File: src/lzcd_pkg.sv
// lzcd_pkg: shared types and constants of the lz control byte decompressor
// no dependencies; used by lzcd_ring, lzcd_seq and the top level
package lzcd_pkg;

  localparam int unsigned HistoryDepth = 4096;
  localparam int unsigned RingAw       = 12;
  localparam int unsigned LenW         = 9;
  localparam int unsigned CntW         = 4;
  localparam int unsigned OutBytesW    = 64;

  localparam logic [3:0]      FlagsPerCtrl = 4'd8;
  localparam logic [3:0]      LenEscape    = 4'hf;
  localparam logic [LenW-1:0] ShortLenBias = 9'd3;
  localparam logic [LenW-1:0] LongLenBias  = 9'd18;

  typedef struct packed {
    logic       end_of_block;
    logic [7:0] in_byte;
  } in_t;

  typedef struct packed {
    logic [OutBytesW-1:0] out_bytes;
    logic [CntW-1:0]      byte_count;
    logic                 run_last;
    logic                 block_end;
    logic                 truncated;
  } out_t;

  typedef struct packed {
    logic              we;
    logic [RingAw-1:0] waddr;
    logic [7:0]        wdata;
    logic              re;
    logic [RingAw-1:0] raddr;
  } ring_req_t;

  typedef enum logic [2:0] {
    S_IDLE,
    S_DECODE,
    S_RD,
    S_WR,
    S_EMIT
  } state_e;

  typedef enum logic [1:0] {
    PH_ITEM,
    PH_T1,
    PH_T2
  } phase_e;

endpackage

File: src/lzcd_seq.sv
// lzcd_seq: parser and copy sequencer driving the single history ring port
// depends on lzcd_pkg; the result register lives in the top level
module lzcd_seq #(
  parameter int unsigned BYTES_PER_RESULT = 8
) (
  input  logic                clk_i,
  input  logic                rst_ni,
  input  logic                in_valid_i,
  output logic                in_stall_o,
  input  lzcd_pkg::in_t       in_word_i,
  input  logic                raw_i,
  input  logic                out_free_i,
  output logic                emit_o,
  output lzcd_pkg::out_t      res_o,
  output lzcd_pkg::ring_req_t ring_req_o,
  input  logic [7:0]          ring_rdata_i
);

  localparam int unsigned Aw   = lzcd_pkg::RingAw;
  localparam int unsigned LenW = lzcd_pkg::LenW;
  localparam int unsigned CntW = lzcd_pkg::CntW;
  localparam int unsigned OutW = lzcd_pkg::OutBytesW;
  localparam logic [CntW-1:0] ChunkBytes = CntW'(BYTES_PER_RESULT);

  lzcd_pkg::state_e state_q, state_d;
  lzcd_pkg::phase_e phase_q, phase_d, ph_n;

  logic [7:0]      byte_q, byte_d;
  logic            last_q, last_d;
  logic [7:0]      flag_shift_q, flag_shift_d, fs_n;
  logic [3:0]      flags_left_q, flags_left_d, fl_n;
  logic [7:0]      held_q, held_d, held_n;
  logic [Aw-1:0]   off_q, off_d, off_n;
  logic [Aw-1:0]   wp_q, wp_d;
  logic            wrapped_q, wrapped_d;
  logic [LenW-1:0] len_q, len_d, len_n;
  logic [CntW-1:0] cnt_q, cnt_d;
  logic [OutW-1:0] acc_q, acc_d;
  logic            srcok_q, srcok_d;
  logic            lit, copy;
  logic [Aw-1:0]   src;
  logic [7:0]      cbyte;

  always_ff @(posedge clk_i or negedge rst_ni) begin
    if (!rst_ni) begin
      state_q      <= lzcd_pkg::S_IDLE;
      phase_q      <= lzcd_pkg::PH_ITEM;
      flag_shift_q <= '0;
      flags_left_q <= '0;
      held_q       <= '0;
      off_q        <= '0;
      wp_q         <= '0;
      wrapped_q    <= 1'b0;
      last_q       <= 1'b0;
      len_q        <= '0;
      cnt_q        <= '0;
    end else begin
      state_q      <= state_d;
      phase_q      <= phase_d;
      flag_shift_q <= flag_shift_d;
      flags_left_q <= flags_left_d;
      held_q       <= held_d;
      off_q        <= off_d;
      wp_q         <= wp_d;
      wrapped_q    <= wrapped_d;
      last_q       <= last_d;
      len_q        <= len_d;
      cnt_q        <= cnt_d;
    end
  end

  always_ff @(posedge clk_i) begin
    byte_q  <= byte_d;
    acc_q   <= acc_d;
    srcok_q <= srcok_d;
  end

  assign src   = wp_q - off_q;
  assign cbyte = srcok_q ? ring_rdata_i : 8'h00;

  always_comb begin
    state_d      = state_q;
    phase_d      = phase_q;
    flag_shift_d = flag_shift_q;
    flags_left_d = flags_left_q;
    held_d       = held_q;
    off_d        = off_q;
    wp_d         = wp_q;
    wrapped_d    = wrapped_q;
    byte_d       = byte_q;
    last_d       = last_q;
    len_d        = len_q;
    cnt_d        = cnt_q;
    acc_d        = acc_q;
    srcok_d      = srcok_q;
    ph_n         = phase_q;
    fs_n         = flag_shift_q;
    fl_n         = flags_left_q;
    held_n       = held_q;
    off_n        = off_q;
    len_n        = len_q;
    lit          = 1'b0;
    copy         = 1'b0;
    emit_o       = 1'b0;
    res_o        = '0;
    ring_req_o   = '0;
    in_stall_o   = (state_q != lzcd_pkg::S_IDLE);

    case (state_q)
      lzcd_pkg::S_IDLE: begin
        if (in_valid_i) begin
          byte_d  = in_word_i.in_byte;
          last_d  = in_word_i.end_of_block;
          state_d = lzcd_pkg::S_DECODE;
        end
      end

      lzcd_pkg::S_DECODE: begin
        if (raw_i) begin
          lit = 1'b1;
        end else if (phase_q == lzcd_pkg::PH_ITEM && flags_left_q == '0) begin
          fs_n = byte_q;
          fl_n = lzcd_pkg::FlagsPerCtrl;
        end else if (phase_q == lzcd_pkg::PH_ITEM && !flag_shift_q[0]) begin
          lit  = 1'b1;
          fs_n = {1'b0, flag_shift_q[7:1]};
          fl_n = flags_left_q - 4'd1;
        end else if (phase_q == lzcd_pkg::PH_ITEM) begin
          held_n = byte_q;
          ph_n   = lzcd_pkg::PH_T1;
        end else if (phase_q == lzcd_pkg::PH_T1) begin
          off_n = {held_q[7:4], byte_q};
          if (held_q[3:0] == lzcd_pkg::LenEscape) begin
            ph_n = lzcd_pkg::PH_T2;
          end else begin
            copy  = 1'b1;
            len_n = LenW'(held_q[3:0]) + lzcd_pkg::ShortLenBias;
          end
        end else begin
          copy  = 1'b1;
          len_n = LenW'(byte_q) + lzcd_pkg::LongLenBias;
        end

        if (copy) begin
          off_d   = off_n;
          len_d   = len_n;
          cnt_d   = '0;
          acc_d   = '0;
          state_d = lzcd_pkg::S_RD;
        end else if (!last_q && !lit) begin
          flag_shift_d = fs_n;
          flags_left_d = fl_n;
          phase_d      = ph_n;
          held_d       = held_n;
          off_d        = off_n;
          state_d      = lzcd_pkg::S_IDLE;
        end else if (out_free_i) begin
          emit_o          = 1'b1;
          res_o.run_last  = 1'b1;
          res_o.block_end = last_q;
          res_o.truncated = last_q && !lit && (ph_n != lzcd_pkg::PH_ITEM);
          if (lit) begin
            ring_req_o.we    = 1'b1;
            ring_req_o.waddr = wp_q;
            ring_req_o.wdata = byte_q;
            wp_d             = wp_q + Aw'(1);
            wrapped_d        = wrapped_q || (wp_q == '1);
            res_o.out_bytes  = OutW'(byte_q);
            res_o.byte_count = CntW'(1);
          end
          if (last_q) begin
            flag_shift_d = '0;
            flags_left_d = '0;
            phase_d      = lzcd_pkg::PH_ITEM;
            held_d       = '0;
            off_d        = '0;
          end else begin
            flag_shift_d = fs_n;
            flags_left_d = fl_n;
            phase_d      = ph_n;
            held_d       = held_n;
            off_d        = off_n;
          end
          state_d = lzcd_pkg::S_IDLE;
        end
      end

      lzcd_pkg::S_RD: begin
        ring_req_o.re    = 1'b1;
        ring_req_o.raddr = src;
        srcok_d          = wrapped_q || (src < wp_q);
        state_d          = lzcd_pkg::S_WR;
      end

      lzcd_pkg::S_WR: begin
        ring_req_o.we                    = 1'b1;
        ring_req_o.waddr                 = wp_q;
        ring_req_o.wdata                 = cbyte;
        wp_d                             = wp_q + Aw'(1);
        wrapped_d                        = wrapped_q || (wp_q == '1);
        acc_d[{cnt_q[2:0], 3'b000} +: 8] = cbyte;
        cnt_d                            = cnt_q + CntW'(1);
        len_d                            = len_q - LenW'(1);
        if (cnt_q + CntW'(1) == ChunkBytes || len_q == LenW'(1)) begin
          state_d = lzcd_pkg::S_EMIT;
        end else begin
          state_d = lzcd_pkg::S_RD;
        end
      end

      lzcd_pkg::S_EMIT: begin
        if (out_free_i) begin
          emit_o           = 1'b1;
          res_o.out_bytes  = acc_q;
          res_o.byte_count = cnt_q;
          res_o.run_last   = (len_q == '0);
          res_o.block_end  = last_q && (len_q == '0);
          acc_d            = '0;
          cnt_d            = '0;
          if (len_q == '0) begin
            if (last_q) begin
              flag_shift_d = '0;
              flags_left_d = '0;
              held_d       = '0;
              off_d        = '0;
            end else begin
              flag_shift_d = {1'b0, flag_shift_q[7:1]};
              flags_left_d = flags_left_q - 4'd1;
            end
            phase_d = lzcd_pkg::PH_ITEM;
            state_d = lzcd_pkg::S_IDLE;
          end else begin
            state_d = lzcd_pkg::S_RD;
          end
        end
      end

      default: begin
        state_d = lzcd_pkg::S_IDLE;
      end
    endcase
  end

endmodule
File: config.mk
export PLATFORM = sky130hd
export DESIGN_NAME = lzcd_seq
export DESIGN_NICKNAME = d
export VERILOG_FILES = /design/src/lzcd_pkg.sv /design/src/lzcd_seq.sv
export SDC_FILE = /design/constraint.sdc
export NUM_CORES = 1
export LEC_CHECK = 0
export ABC_AREA = 1
export BUFFER_PORTS_ARGS = -buffer_cell sky130_fd_sc_hd__buf_2
export CAP_MARGIN = 20
export CORE_ASPECT_RATIO = 2
export CORE_UTILIZATION = 44
export CTS_CLUSTER_DIAMETER = 40
export DETAILED_ROUTE_END_ITERATION = 7
export PLACE_DENSITY_LB_ADDON = 0.08
export RECOVER_POWER = 100
export SYNTH_ARGS = -nofsm -noshare
export SYNTH_HDL_FRONTEND = slang
export SYNTH_SLANG_ARGS = --single-unit
export TNS_END_PERCENT = 1
File: constraint.sdc
create_clock -name clk_i -period 3.9 [get_ports clk_i]
set_input_delay 0.78 -clock clk_i [delete_from_list [all_inputs] [get_ports clk_i]]
set_output_delay 0.78 -clock clk_i [all_outputs]
set_load 0.05 [all_outputs]
==> impl_metrics.json, run 1 <==
{
  "status": "complete, but fails checks",
  "violations": "max-capacitance violations, max-slew violations",
  "drtAntennaViolNets": 0,
  "ios": 129,
  "grt_usage_pct": 27.7,
  "final_cell_mix": "nand2_1 (264), nor2_1 (227), inv_1 (163)",
  "portBuffers": 128,
  "arrival_ps": 2860,
  "clkLatencyLatePin_ps": 430,
  "cp.required_ps": 3120,
  "ys_types": 43,
  "hold_violations": 0,
  "drive_above_1_share_pct": 7.76,
  "synth_largest_area_cell": "edfxtp_1",
  "ys.flop_type": "edfxtp_1",
  "final_common_cell": "nand2_1",
  "synth_edf_count": 73,
  "cts-buffers-inserted": 17,
  "dr_total_vias": 8841,
  "min_path_type": "flop to flop",
  "finClkSkew_ps": 9.20,
  "cts_setup_buffers": 0,
  "yosysSeqAreaShare_pct": 41.0,
  "core_area_mm2": 0.0206,
  "drc": 0,
  "crit_type": "flop to primary output",
  "avgRoutedWirePerCell_um": 17.6,
  "cts_tree": "yes",
  "min_period_ps": 3640,
  "clk_pin_slew_ps": 60,
  "ys_seq_elements": 137,
  "rsz0062_at_grt": "false",
  "period_share_pct": 93.5,
  "postCtsResizedCells": 0,
  "antenna_found_initial": 0,
  "crit_path_start_kind": "flop",
  "num-nets-final": 1451,
  "maxCapViolCount": 2,
  "yosys_warnings": 0,
  "finalSetupViolations": 0,
  "syn_area_mm2": 0.00926,
  "nFillCells": 2137,
  "vdd.ir_drop.worst_mv": 0.608,
  "synthArstFlopShare_pct": 46.7,
  "grt_pass1_wl_um": 45500,
  "finalWirelength_um": 29500,
  "postPlaceCellArea_mm2": 0.0101,
  "powerDensity_mw_per_mm2": 866,
  "power.leakage_nw": 4.78,
  "place_ws_ps": 814,
  "grt_overflow": 0,
  "syn_avg_cell_area_um2": 7.25,
  "initial_core_util_pct": 45.0,
  "crit_path_max_fanout": 6,
  "syn_inst": 1277,
  "drtIter0Drc": 459,
  "htreeDepth": 4,
  "dp_hpwl_um": 22800,
  "synth.area.top_cells": "edfxtp_1 (24%), dfrtp_1 (17%), nand2_1 (11%)",
  "grt_start_max_net_pins": 74,
  "area_delta_synth_final_pct": 13.9,
  "clockBufferDepth": 2,
  "postCtsHoldBufs": 0,
  "stdcell_area_mm2": 0.0105,
  "synth_fp_nets": 1336,
  "first_pass_iters": 4,
  "chipWidth_um": 105,
  "maxSlewHeadroom_pct": -18.9,
  "yosysTopAreaCellShare_pct": 23.7,
  "rows": 74,
  "diodes": 0,
  "drv_slew": 134,
  "setup_ws_ps": 255,
  "fin_cells": 1670,
  "cts_root_buf": "clkbuf_16",
  "vias_per_cell": 5.29,
  "die_h_um": 207,
  "tns_ps": 0,
  "clkSinkCount": 137,
  "fmaxAchievable_mhz": 274,
  "end_kind": "primary output",
  "worstMarginPinSlew_ps": 1780,
  "die_area_mm2": 0.0217,
  "dp_cells": 1639,
  "gp_congestion": 0.952,
  "grt_pass1_vias": 8661
}
area by class of cell:
cell class	instances	area, um^2	area share, %
clock buffers	21	450	4.27
clock inverters	10	154	1.46
inverters	170	638	6.05
multi-input cells	921	4530	43.0
flip-flops and latches	137	3790	36.0
well taps	266	333	3.16
repair buffers	145	642	6.09
synthesized netlist by cell type, types with 3 or more instances:
cell type  instances
nor2_1           223
clkbuf_1          16
nand2_1          260
o22ai_1            6
nand3_2            4
o21ai_1            8
o211ai_1          12
buf_4              3
buf_6              6
nor2_4             5
nand3_1           52
inv_2              8
nor2_2             5
ha_1              36
edfxtp_1          73
buf_2             22
dfrtp_1           64
nand4_1           10
inv_1            160
o21ai_0          138
nor4_1             3
nand2_2            6
nor3_1            24
xor2_1            17
a21oi_1           89
o31ai_1            4
metrics by stage:
stage / power (mW) / hold slack (ps) / util [%]
after global routing: 9.83 / 498 / 51.3
final: 9.13 / 473 / 51.3
after global placement: 7.45 / 461 / 49.2
after detailed placement: 7.51 / 465 / 49.2
after floorplan: 6.18 / 427 / -
after CTS: 9.23 / 480 / 52.1
logic make-up after synthesis:
group	Yosys count	share of synthesized area (%)
flops	137	41.0
xor+xnor	19	1.80
compound gates	265	15.1
simple gates	600	27.3
buf+inv	219	9.80
fa+ha+maj	37	5.08
path summary, 6_finish.rpt:
path	from	endpoint	slack (ps)	depth (start not counted)
max	wp_q[0]	ring_req_o[4]	260	10
min in group asynchronous	rst_ni	wp_q[1]	890	2
max reg2reg	state_q[1]	acc_q[4]	580	7
max in group asynchronous	rst_ni	flag_shift_q[6]	1920	2
min reg2reg	wrapped_q	wrapped_q	470	2
min	wrapped_q	wrapped_q	470	2
critical path, stage by stage (launching register included):
cell      delay (ps)
dfrtp_1          460
inv_1            150
ha_1             150
inv_1            100
fa_1             510
nand3_1          120
nand3_1          120
xor2_1           200
inv_1             60
nor2_1            80
clkbuf_1         480
registers in the layout (all words and copies together), names as in the netlist:
register / count
srcok_q: 1
off_q: 12
flag_shift_q: 8
state_q: 3
held_q: 8
len_q: 9
phase_q: 2
wp_q: 12
cnt_q: 4
acc_q: 64
last_q: 1
byte_q: 8
flags_left_q: 4
wrapped_q: 1
per-layer routing:
layer  track usage (%)  up-vias  wire length (um)
met2              53.2      281             16000
met1              25.2     4070             10100
met3              4.25      104              1000
met5                 0        -                 0
li1                  -     4386                 -
met4              21.4        0              2350
power by group:
part	total [mW]	internal, mW	switching (mW)
registers	2.62	2.23	0.388
clock network	1.68	1.08	0.608
logic	4.82	1.33	3.49
total	9.13	4.64	4.49
Power figures use the tool's default switching activity.
==> run 2, diff against run 1 <==
- CELL_PAD_IN_SITES_DETAIL_PLACEMENT: default -> 1
- CELL_PAD_IN_SITES_GLOBAL_PLACEMENT: default -> 1
- CORE_UTILIZATION: 44 -> 42
==> impl_metrics.json, run 2 (synthesis results as in run 1) <==
{
  "status": "complete, but fails checks",
  "violations": "max-capacitance violations, max-slew violations",
  "grt_pass1_wl_um": 51000,
  "crit_path_start_kind": "flop",
  "seq_power_share_pct": 28.7,
  "crit_path_max_fanout": 5,
  "portBuffers": 128,
  "num-nets-final": 1447,
  "die_area_mm2": 0.0227,
  "drc": 0,
  "grt_pass1_vias": 9599,
  "reg2reg_from": "state_q[1]",
  "power.leakage_nw": 4.73,
  "vias_per_cell": 5.46,
  "crit_type": "flop to primary output",
  "power_switching_share_pct": 50.6,
  "grt_usage_pct": 30.1,
  "drive_above_1_share_pct": 6.93,
  "cts_tree": "yes",
  "cts_setup_buffers": 0,
  "pwr-share-clk_pct": 18.0,
  "avgRoutedWirePerCell_um": 19.4,
  "htreeDepth": 4,
  "finClkSkew_ps": 10.6,
  "drtIter0Drc": 389,
  "arrival_ps": 2840,
  "powerDensity_mw_per_mm2": 877,
  "crit_end": "ring_req_o[11]",
  "power_switching_mw": 4.66,
  "die_h_um": 212,
  "vdd.ir_drop.worst_mv": 0.497,
  "rows": 76,
  "drv_slew": 134,
  "rrSetupSlack_ps": 560,
  "top_register": "acc_q",
  "fmaxAchievable_mhz": 276,
  "final_cell_mix": "nand2_1 (263), nor2_1 (227), inv_1 (166)",
  "largest_reg_flops": 64,
  "tns_ps": 0,
  "min_period_ps": 3620,
  "r2r_cells": 7,
  "crit_start": "wp_q[6]",
  "initial_core_util_pct": 42.9,
  "maxSlewHeadroom_pct": -19.6,
  "clkSinkCount": 137,
  "chipWidth_um": 107,
  "worstMarginPinSlew_ps": 1790,
  "cts_root_buf": "clkbuf_16",
  "drtAntennaViolNets": 0,
  "finalWirelength_um": 32500,
  "finalSetupViolations": 0,
  "core_area_mm2": 0.0216,
  "rsz0062_at_grt": "false",
  "hold_violations": 0,
  "comb_power_share_pct": 53.4,
  "period_share_pct": 92.9,
  "nFillCells": 2849,
  "cts-buffers-inserted": 17,
  "dr_total_vias": 9134,
  "area_delta_synth_final_pct": 13.4,
  "clkLatencyLatePin_ps": 440,
  "cp.required_ps": 3120,
  "clk_pin_slew_ps": 70,
  "antenna_found_initial": 0,
  "first_pass_iters": 4,
  "grt_overflow": 0,
  "diodes": 0,
  "grt_start_max_net_pins": 74,
  "end_kind": "primary output",
  "stdcell_area_mm2": 0.0105,
  "min_path_type": "flop to flop",
  "maxCapViolCount": 2,
  "postCtsHoldBufs": 0,
  "ios": 129,
  "rr_endpoint": "cnt_q[3]",
  "p_int_mw": 4.54,
  "reg_top3": "acc_q (64), off_q (12), wp_q (12)",
  "gp_congestion": 0.921,
  "dp_hpwl_um": 25500,
  "postCtsResizedCells": 0,
  "postPlaceCellArea_mm2": 0.0101,
  "clockBufferDepth": 2,
  "final_common_cell": "nand2_1"
}
run 2: layer usage:
metal / GRT usage (%) / part of all wire (%) / up-vias
li1: - / - / 4370
met2: 58.0 / 56 / 246
met3: 3.54 / 2.7 / 117
met4: 22.3 / 7.9 / 0
met5: 0 / 0 / -
met1: 28.1 / 34 / 4401
run 2: area by class of cell:
type                    count  area [um^2]  share of cell area, %
repair buffers            141          604                   5.76
multi-input cells         921         4530                   43.2
well taps                 273          342                   3.25
clock inverters            13          155                   1.48
clock buffers              18          429                   4.09
flip-flops and latches    137         3790                   36.1
inverters                 170          638                   6.08
run 2: worst min path at each step:
stage,startpoint,endpoint,slack [ps],cells after the start
after detailed placement,flag_shift_q[4],flag_shift_q[4],470,2
after global placement,flag_shift_q[4],flag_shift_q[4],460,2
final,flag_shift_q[4],flag_shift_q[4],480,2
after CTS,rst_ni,flags_left_q[1],370,2
after floorplan,wrapped_q,wrapped_q,430,2
after global routing,in_word_i[4],byte_q[4],520,1
run 2: per-stage QoR:
step	worst slack [ps]	util, %	std cells	total power [mW]	hold slack, ps
after floorplan	159	-	1277	6.18	427
after global placement	782	46.8	1642	7.45	464
after detailed placement	720	46.8	1642	7.62	469
after CTS	338	49.5	1673	9.32	368
after global routing	54.0	48.6	1673	9.93	516
final	277	48.6	1673	9.20	480
run 2: critical path, cell delays in order, from the launching register on:
cell and delay (ps):
dfrtp_1 440, ha_1 350, a21oi_1 350, o21ai_0 170, nand2_1 100, nand3_1 130
xor2_1 240, and2_1 160, clkbuf_1 470
run 2: power groups by stage:
stage / Clock (mW) / Combinational (mW) / Sequential, mW
after floorplan: 0 / 3.67 / 2.51
after global placement: 0 / 4.84 / 2.61
after detailed placement: 0 / 4.98 / 2.64
after CTS: 1.68 / 5.02 / 2.62
after global routing: 1.72 / 5.50 / 2.70
final: 1.65 / 4.91 / 2.64
